File: src/hdl/hbfd_pkg.sv
package hbfd_pkg;

	localparam int unsigned MaxLineDefault = 8192;
	localparam int unsigned MaxHexDigitsDefault = 16;

	localparam logic [1:0] CMD_DATA    = 2'd0;
	localparam logic [1:0] CMD_CLOSE   = 2'd1;
	localparam logic [1:0] CMD_RESTART = 2'd2;
	localparam logic [1:0] CMD_SPARE   = 2'd3;

	localparam logic [1:0] MODE_FIXED   = 2'd0;
	localparam logic [1:0] MODE_CHUNKED = 2'd1;
	localparam logic [1:0] MODE_SPARE   = 2'd3;

	localparam logic [1:0] ERR_NONE   = 2'd0;
	localparam logic [1:0] ERR_SYNTAX = 2'd1;
	localparam logic [1:0] ERR_LINE   = 2'd2;
	localparam logic [1:0] ERR_AFTER  = 2'd3;

	localparam logic [0:0] REG_MODE   = 1'd0;
	localparam logic [0:0] REG_LENGTH = 1'd1;

	typedef enum logic [7:0] {
		PH_FIXED   = 8'b0000_0001,
		PH_EOF     = 8'b0000_0010,
		PH_SIZE    = 8'b0000_0100,
		PH_DATA    = 8'b0000_1000,
		PH_DATA_CR = 8'b0001_0000,
		PH_DATA_LF = 8'b0010_0000,
		PH_TRAILER = 8'b0100_0000,
		PH_DONE    = 8'b1000_0000
	} phase_t;

	typedef enum logic [11:0] {
		X_LEAD       = 12'b0000_0000_0001,
		X_DIGITS     = 12'b0000_0000_0010,
		X_TRAIL      = 12'b0000_0000_0100,
		X_NAME_START = 12'b0000_0000_1000,
		X_NAME       = 12'b0000_0001_0000,
		X_AFTER_NAME = 12'b0000_0010_0000,
		X_VAL_START  = 12'b0000_0100_0000,
		X_VAL_TOKEN  = 12'b0000_1000_0000,
		X_QUOTED     = 12'b0001_0000_0000,
		X_ESCAPE     = 12'b0010_0000_0000,
		X_AFTER_VAL  = 12'b0100_0000_0000,
		X_BAD        = 12'b1000_0000_0000
	} ext_t;

	typedef struct packed {
		logic is_ws;
		logic is_token;
		logic is_quoted;
		logic is_hex;
		logic [3:0] hex_val;
	} char_class_t;

	function automatic char_class_t classify(input logic [7:0] c);
		char_class_t r;
		r.is_ws = (c == 8'h20) || (c == 8'h09);
		r.is_token = (c >= "0" && c <= "9") || (c >= "A" && c <= "Z") ||
			(c >= "a" && c <= "z") || c == "!" || c == "#" || c == "$" ||
			c == "%" || c == "&" || c == 8'h27 || c == "*" || c == "+" ||
			c == "-" || c == "." || c == "^" || c == "_" || c == 8'h60 ||
			c == "|" || c == "~";
		r.is_quoted = c == 8'h09 || c == 8'h20 || c == 8'h21 ||
			(c >= 8'h23 && c <= 8'h5B) || (c >= 8'h5D && c <= 8'h7E) || c >= 8'h80;
		r.is_hex = 1'b1;
		r.hex_val = 4'd0;
		if (c >= "0" && c <= "9") r.hex_val = 4'(c - "0");
		else if (c >= "a" && c <= "f") r.hex_val = 4'(c - "a" + 8'd10);
		else if (c >= "A" && c <= "F") r.hex_val = 4'(c - "A" + 8'd10);
		else r.is_hex = 1'b0;
		return r;
	endfunction

endpackage

File: src/hdl/hbfd_ext_fsm.sv
module hbfd_ext_fsm
	import hbfd_pkg::*;
(
	input  ext_t       cur,
	input  logic [7:0] c,
	output ext_t       nxt
);
	char_class_t k;
	logic semi, eq, dq, bs;

	always_comb begin
		k = classify(c);
		semi = c == ";";
		eq = c == "=";
		dq = c == 8'h22;
		bs = c == 8'h5C;
		nxt = X_BAD;
		unique case (cur)
			X_LEAD: begin
				if (k.is_ws) nxt = X_LEAD;
				else if (k.is_hex) nxt = X_DIGITS;
			end
			X_DIGITS: begin
				if (k.is_hex) nxt = X_DIGITS;
				else if (k.is_ws) nxt = X_TRAIL;
				else if (semi) nxt = X_NAME_START;
			end
			X_TRAIL: begin
				if (k.is_ws) nxt = X_TRAIL;
				else if (semi) nxt = X_NAME_START;
			end
			X_NAME_START: begin
				if (k.is_ws) nxt = X_NAME_START;
				else if (k.is_token) nxt = X_NAME;
			end
			X_NAME: begin
				if (k.is_token) nxt = X_NAME;
				else if (k.is_ws) nxt = X_AFTER_NAME;
				else if (eq) nxt = X_VAL_START;
				else if (semi) nxt = X_NAME_START;
			end
			X_AFTER_NAME: begin
				if (k.is_ws) nxt = X_AFTER_NAME;
				else if (eq) nxt = X_VAL_START;
				else if (semi) nxt = X_NAME_START;
			end
			X_VAL_START: begin
				if (k.is_ws) nxt = X_VAL_START;
				else if (dq) nxt = X_QUOTED;
				else if (k.is_token) nxt = X_VAL_TOKEN;
			end
			X_VAL_TOKEN: begin
				if (k.is_token) nxt = X_VAL_TOKEN;
				else if (k.is_ws) nxt = X_AFTER_VAL;
				else if (semi) nxt = X_NAME_START;
			end
			X_QUOTED: begin
				if (dq) nxt = X_AFTER_VAL;
				else if (bs) nxt = X_ESCAPE;
				else if (k.is_quoted) nxt = X_QUOTED;
			end
			X_ESCAPE: begin
				if (c == 8'h09 || (c >= 8'h20 && c != 8'h7F)) nxt = X_QUOTED;
			end
			X_AFTER_VAL: begin
				if (k.is_ws) nxt = X_AFTER_VAL;
				else if (semi) nxt = X_NAME_START;
			end
			default: nxt = X_BAD;
		endcase
	end
endmodule

File: src/hdl/http_body_framing_decoder.sv
// a result word is registered and appears in the cycle after its input word is accepted
// throughput: one word per cycle unless a full output is stalled, one update per byte
// the output register holds one word; input is taken while it is empty or being taken
// reset (arst_n low, asynchronous) clears all but the result fields, selects fixed
// mode with length 0 so the body reads as complete and no error is latched
module http_body_framing_decoder
	import hbfd_pkg::*;
#(
	parameter int unsigned MAX_LINE = MaxLineDefault,
	parameter int unsigned MAX_HEX_DIGITS = MaxHexDigitsDefault
) (
	input  logic        clk,
	input  logic        arst_n,
	input  logic        in_valid,
	output logic        in_stall,
	input  logic [1:0]  cmd,
	input  logic [7:0]  data_byte,
	output logic        out_valid,
	input  logic        out_stall,
	output logic        body_valid,
	output logic [7:0]  body_byte,
	output logic        message_done,
	output logic [1:0]  err_status,
	input  logic        cfg_we,
	input  logic [0:0]  cfg_index,
	input  logic [63:0] cfg_data
);
	localparam int LW = $clog2(MAX_LINE + 2);
	localparam int DW = $clog2(MAX_HEX_DIGITS + 2);
	localparam logic [LW-1:0] LMAX = LW'(MAX_LINE);
	localparam logic [DW-1:0] DMAX = DW'(MAX_HEX_DIGITS);

	logic [1:0]    mode_q;
	logic [63:0]   len_q;
	phase_t        phase_q, phase_d;
	logic [63:0]   rem_q, rem_d, acc_q, acc_d, cnt_q, cnt_d;
	logic [DW-1:0] dig_q, dig_d;
	logic [LW-1:0] line_q, line_d;
	ext_t          ext_q, ext_d, ext_nxt;
	logic          cr_q, cr_d, col_q, col_d;
	logic [1:0]    err_q, err_d;
	logic          vld_d;
	logic          take;
	char_class_t   k;

	assign in_stall = out_valid && out_stall;
	assign take = in_valid && !in_stall;

	hbfd_ext_fsm u_ext (.cur(ext_q), .c(data_byte), .nxt(ext_nxt));

	always_comb begin
		logic [LW-1:0] lb;
		logic ok;
		k = classify(data_byte);
		phase_d = phase_q; rem_d = rem_q; acc_d = acc_q; cnt_d = cnt_q;
		dig_d = dig_q; line_d = line_q; ext_d = ext_q; cr_d = cr_q;
		col_d = col_q; err_d = err_q; vld_d = 1'b0;
		lb = (line_q <= LMAX) ? line_q + 1'b1 : line_q;
		ok = 1'b0;
		if (cmd == CMD_RESTART) begin
			rem_d = '0; cnt_d = '0; err_d = ERR_NONE;
			acc_d = '0; dig_d = '0; line_d = '0; ext_d = X_LEAD; cr_d = 1'b0; col_d = 1'b0;
			if (mode_q == MODE_FIXED) phase_d = (len_q == 64'd0) ? PH_DONE : PH_FIXED;
			else if (mode_q == MODE_CHUNKED) phase_d = PH_SIZE;
			else phase_d = PH_EOF;
		end else if (cmd == CMD_CLOSE) begin
			if (err_q == ERR_NONE && phase_q == PH_EOF) phase_d = PH_DONE;
		end else if (cmd == CMD_DATA && err_q == ERR_NONE) begin
			unique case (phase_q)
				PH_FIXED: begin
					vld_d = 1'b1;
					cnt_d = cnt_q + 64'd1;
					if (cnt_d >= len_q) phase_d = PH_DONE;
				end
				PH_EOF: vld_d = 1'b1;
				PH_SIZE: begin
					if (cr_q && data_byte == 8'h0A) begin
						ok = ext_q == X_DIGITS || ext_q == X_TRAIL || ext_q == X_NAME ||
							ext_q == X_AFTER_NAME || ext_q == X_VAL_TOKEN ||
							ext_q == X_AFTER_VAL;
						if (!ok || dig_q > DMAX) err_d = ERR_SYNTAX;
						else begin
							rem_d = acc_q;
							phase_d = (acc_q == 64'd0) ? PH_TRAILER : PH_DATA;
							acc_d = '0; dig_d = '0; line_d = '0; ext_d = X_LEAD;
							cr_d = 1'b0; col_d = 1'b0;
						end
					end else begin
						if (cr_q) ext_d = X_BAD;
						cr_d = data_byte == 8'h0D;
						line_d = lb;
						if (lb > LMAX) err_d = ERR_LINE;
						else if (!cr_d) begin
							ext_d = cr_q ? X_BAD : ext_nxt;
							if (!cr_q && (ext_q == X_LEAD || ext_q == X_DIGITS) && k.is_hex
								&& dig_q <= DMAX) begin
								dig_d = dig_q + 1'b1;
								acc_d = {acc_q[59:0], k.hex_val};
							end
						end
					end
				end
				PH_DATA: begin
					vld_d = 1'b1;
					rem_d = (rem_q != 64'd0) ? rem_q - 64'd1 : rem_q;
					if (rem_d == 64'd0) phase_d = PH_DATA_CR;
				end
				PH_DATA_CR: begin
					if (data_byte == 8'h0D) phase_d = PH_DATA_LF;
					else err_d = ERR_SYNTAX;
				end
				PH_DATA_LF: begin
					if (data_byte == 8'h0A) begin
						phase_d = PH_SIZE;
						acc_d = '0; dig_d = '0; line_d = '0; ext_d = X_LEAD;
						cr_d = 1'b0; col_d = 1'b0;
					end else err_d = ERR_SYNTAX;
				end
				PH_TRAILER: begin
					if (cr_q && data_byte == 8'h0A) begin
						if (line_q == LW'(1)) phase_d = PH_DONE;
						else if (!col_q) err_d = ERR_SYNTAX;
						acc_d = '0; dig_d = '0; line_d = '0; ext_d = X_LEAD;
						cr_d = 1'b0; col_d = 1'b0;
					end else begin
						cr_d = data_byte == 8'h0D;
						line_d = lb;
						if (lb > LMAX) err_d = ERR_LINE;
						else if (data_byte == ":") col_d = 1'b1;
					end
				end
				PH_DONE: err_d = ERR_AFTER;
				default: err_d = ERR_AFTER;
			endcase
		end
	end

	always_ff @(posedge clk or negedge arst_n) begin
		if (!arst_n) begin
			mode_q <= '0; len_q <= '0; phase_q <= PH_DONE;
			rem_q <= '0; acc_q <= '0; cnt_q <= '0; dig_q <= '0; line_q <= '0;
			ext_q <= X_LEAD; cr_q <= 1'b0; col_q <= 1'b0; err_q <= ERR_NONE;
			out_valid <= 1'b0;
		end else begin
			if (cfg_we) begin
				unique case (cfg_index)
					REG_MODE:   mode_q <= cfg_data[1:0];
					REG_LENGTH: len_q <= cfg_data;
					default: ;
				endcase
			end
			if (take) begin
				phase_q <= phase_d; rem_q <= rem_d; acc_q <= acc_d; cnt_q <= cnt_d;
				dig_q <= dig_d; line_q <= line_d; ext_q <= ext_d; cr_q <= cr_d;
				col_q <= col_d; err_q <= err_d;
				out_valid <= 1'b1;
			end else if (!out_stall) out_valid <= 1'b0;
		end
	end

	always_ff @(posedge clk) begin
		if (take) begin
			body_valid <= vld_d;
			body_byte <= vld_d ? data_byte : 8'd0;
			message_done <= phase_d == PH_DONE;
			err_status <= err_d;
		end
	end
endmodule

File: config.mk
export PLATFORM = sky130hd
export DESIGN_NAME = http_body_framing_decoder
export DESIGN_NICKNAME = d
export VERILOG_FILES = /design/src/hdl/hbfd_pkg.sv /design/src/hdl/hbfd_ext_fsm.sv /design/src/hdl/http_body_framing_decoder.sv
export SDC_FILE = /design/constraint.sdc
export NUM_CORES = 1
export LEC_CHECK = 0
export ABC_AREA = 0
export BUFFER_PORTS_ARGS = -buffer_cell sky130_fd_sc_hd__buf_2
export CORE_AREA = 2 2 199 201
export DETAILED_ROUTE_END_ITERATION = 6
export DIE_AREA = 0 0 201 203
export PLACE_DENSITY = 0.72
export SLEW_MARGIN = 40
export SYNTH_ARGS = -nofsm -noshare
export SYNTH_HDL_FRONTEND = slang
export SYNTH_SLANG_ARGS = --single-unit
File: constraint.sdc
create_clock -name clk -period 13.8 [get_ports clk]
set_clock_uncertainty 0.05 [all_clocks]
set_input_delay 0.69 -clock clk [delete_from_list [all_inputs] [get_ports clk]]
set_output_delay 0.69 -clock clk [all_outputs]
set_load 0.03 [all_outputs]
==> impl_metrics.env <==
export IMPL_h_tree_depth=2
export IMPL_critical_path_peak_fanout=8
export IMPL_dp_worst_setup_slack_ns=7.901
export IMPL_worst_pin_slew_ns=0.9026
export IMPL_worst_path_buffer_plus_inverter_count=0
export IMPL_remaining_max_slew_budget_at_the_tightest_pin_pct=39.27
export IMPL_gpl_congestion=0.9907
export IMPL_gr_total_overflow=0
export IMPL_crit_reg2reg_launch="cnt_q[6]$_DFFE_PN0P_"
export IMPL_grt_pass1_vias=18660
export IMPL_final_min_clock_period_ns=5.741
export IMPL_final_routed_drc_violation_total=0
export IMPL_crit_path_start_kind="register"
export IMPL_reg2reg_setup_slack_ns=8.06
export IMPL_timing_critical_path_slowest_stage_cell="nor4b_1"
export IMPL_cts_resized_gates=0
export IMPL_placeableCoreArea_mm2=0.03847
export IMPL_detail_route_antenna_nets=0
export IMPL_path_delay_family="simple AND/OR/NAND/NOR gates"
export IMPL_cts_buffers=38
export IMPL_syn_area_mm2=0.02091
export IMPL_grt_start_max_net_pins=132
export IMPL_rr_worst_depth=18
export IMPL_routed_via_density=6.426
export IMPL_post_synth_net_total=2676
export IMPL_fin_crit_sh_pct=41.60
export IMPL_clk_root_buffer_cell="clkbuf_16"
export IMPL_synth_yosys_warnings=0
export IMPL_drt_initial_drc_count=1931
export IMPL_tritoncts="built"
export IMPL_worstPathCellList="nand2_1, nor4b_2, nand3_1, nor4b_1, and3_1, and2_1, nand4_1, xnor2_1, ha_1, a21o_1, nand3_1, a21oi_1, a211oi_1, or4b_2, o21a_1, o21a_1, o21ai_1, a2111oi_2"
export IMPL_slew_viol_final=0
export IMPL_min_delay_path_class="in2async"
export IMPL_synth_sequential_area_ratio_pct=37.87
export IMPL_grt_first_pass_wirelength_mm=103.4
export IMPL_timing_critical_path_slowest_cell_delay_ns=0.74
export IMPL_cts_post_setup_buffers_inserted=0
export IMPL_worstPathRequired_ns=14.06
export IMPL_postSynthRegisterBits=314
export IMPL_finalHoldViolCount=0
export IMPL_yosys_top_cells_area="dfrtp_1 36%, o21ai_0 7.2%, nand2_1 6.2%"
export IMPL_synth_largest_area_cell="dfrtp_1"
export IMPL_power_density_mw_per_mm2=126.5
export IMPL_irDropWorstVdd_v=0.00009921
export IMPL_fin_util_pct=60.06
export IMPL_antenna_found_initial=0
export IMPL_ctsHoldBuffers=0
export IMPL_die_area_mm2=0.04080
export IMPL_cp_arrival_ns=6.00
export IMPL_terminus_of_the_critical_flop_to_flop_path="message_done$_DFFE_PP_"
export IMPL_syn_to_final_growth_pct=10.47
export IMPL_post_synth_cell_area_avg_um2=8.302
export IMPL_sink_count=314
export IMPL_detailedRoute_firstPassIterationCount=5
export IMPL_io_buffer_count=93
export IMPL_placed_cells_incl_taps=3006
export IMPL_clk_insertion_delay_late_ns=0.57
export IMPL_synth_async_sr_flop_share_pct=96.18
export IMPL_clk_pin_slew_worst_paths_ns=0.06
export IMPL_insertedDiodeCount=0
export IMPL_std_cell_rows=72
export IMPL_grt_setup_unrepaired="no"
export IMPL_starting_density_pct=54.37
export IMPL_layout_filler_cells=3496
export IMPL_timing_worst_setup_path_type="reg2reg"
export IMPL_post_route_cells_drive_above_1_share_pct=12.71
export IMPL_outcome="finished, final reports clean"
export IMPL_detail_route_wirelength_mm=64.23
export IMPL_leakage_nw=9.996
export IMPL_clk_path_buf_depth=3
export IMPL_timing_final_ws_setup_ns=8.059
export IMPL_synthCells=2519
export IMPL_io_pin_count=94
export IMPL_number_of_flops_mapped_to_enable_cells_by_yosys=12
export IMPL_whs_ns=0.05877
export IMPL_max_cap_violations=0
export IMPL_crit_path_end_kind="register"
export IMPL_finish_net_count=2686
export IMPL_die_width_um=201
export IMPL_chipHeight_um=203
export IMPL_synth_top_area_share_pct=35.90
export IMPL_routed_via_count=19760
export IMPL_stdcell_count=3075
export IMPL_detail_route_wl_per_cell_um=20.89
export IMPL_maxClockFrequency_mhz=174.2
export IMPL_synth_flop_cell="dfrtp_1"
export IMPL_track_usage_pct=31.27
export IMPL_dp_final_hpwl_mm=45.58
export IMPL_finalSetupViolCount=0
export IMPL_setup_total_negative_slack_ns=0
export IMPL_netlist_cell_type_count=92
per-stage QoR:
| step | cell area, um^2 | total power, mW |
|---|---|---|
| floorplan | 20910 | 1.570 |
| global placement | 21630 | 1.789 |
| detailed placement | 21690 | 1.805 |
| CTS | 23060 | 2.917 |
| global route | 23100 | 3.051 |
| finish | 23100 | 2.924 |
flip-flops by register name (all words and copies together) (netlist names):
| register | count |
|---|---|
| acc_q | 64 |
| cnt_q | 64 |
| len_q | 64 |
| rem_q | 64 |
| line_q | 14 |
| ext_q | 12 |
| body_byte | 8 |
| phase_q | 8 |
| dig_q | 5 |
| err_q | 2 |
| err_status | 2 |
| mode_q | 2 |
| body_valid | 1 |
| col_q | 1 |
| cr_q | 1 |
| message_done | 1 |
| out_valid | 1 |
cell usage in the layout (no fill, tap or decap), drive strengths merged, types with 17 or more instances in the layout:
master / instances
a211oi: 22
a21oi: 133
a22o: 27
a31oi: 20
and2: 20
and3: 50
buf: 113
clkbuf: 51
dfrtp: 300
ha: 77
inv: 107
mux2: 70
nand2: 344
nand3: 77
nand4: 57
nor2: 187
nor3: 78
nor4: 82
o21ai: 307
o31ai: 35
or2: 17
or3: 24
or4: 26
xnor2: 46
xor2: 41
routing by layer:
| metal | vias to the layer above | share of wire (%) | track usage, % |
|---|---|---|---|
| met1 | 9618 | 45 | 44.45 |
| met2 | 803 | 45 | 48.89 |
| met4 | 0 | 3.4 | 11.56 |
| met5 | - | 0 | 0 |
| li1 | 9202 | - | - |
| met3 | 137 | 7.0 | 4.189 |
kinds of logic (layout without fill, tap and decap cells):
family	count (synthesis)	in the layout	share of synthesized area [%]
fa+ha+maj	77	77	4.607
flops	314	314	37.87
simple gates	1046	1046	25.53
xor+xnor	87	87	3.733
buf+inv	248	286	4.768
compound gates	667	667	19.24
mux	80	80	4.248
synth_stat cells (14+ instances only):
master / number
and2_1: 20
nand3_1: 76
and3_1: 48
nor2b_1: 14
nor2_1: 186
nor3_1: 71
a211oi_1: 22
clkbuf_1: 117
nand4_1: 57
nand2_1: 344
nor4_1: 76
o21ai_0: 300
a22o_1: 27
o31ai_1: 35
mux2_2: 70
xnor2_1: 45
nand2b_1: 16
a31oi_1: 20
or3_1: 22
or2_2: 14
a21oi_1: 131
inv_1: 105
ha_1: 77
xor2_1: 41
dfrtp_1: 300
or4_1: 21
worst max-delay path by stage:
stage,to,start,cells past startpoint,slack [ns]
floorplan,message_done$_DFFE_PP_,cnt_q[6]$_DFFE_PN0P_,18,8.71
finish,message_done$_DFFE_PP_,cnt_q[6]$_DFFE_PN0P_,18,8.06
CTS,message_done$_DFFE_PP_,cnt_q[6]$_DFFE_PN0P_,18,7.81
global placement,message_done$_DFFE_PP_,cnt_q[6]$_DFFE_PN0P_,18,8.02
global route,phase_q[0]$_DFFE_PN0P_,cnt_q[6]$_DFFE_PN0P_,18,7.58
detailed placement,message_done$_DFFE_PP_,cnt_q[6]$_DFFE_PN0P_,18,7.90
cell type report:
cell class              instances  area (um^2)  share of cell area [%]
clock buffers                  51         1081                   4.679
clock inverters                17        284.0                   1.229
inverters                     105        394.1                   1.706
multi-input cells            1957        12130                   52.49
flip-flops and latches        314         7920                   34.28
well taps                     518        648.1                   2.805
repair buffers                113        648.1                   2.805
power breakdown:
| group | internal [mW] | switching [mW] |
|---|---|---|
| clock network | 0.684 | 0.426 |
| registers | 1.00 | 0.103 |
| logic | 0.257 | 0.454 |
| total | 1.94 | 0.983 |
(Power assumes the default switching activity.)
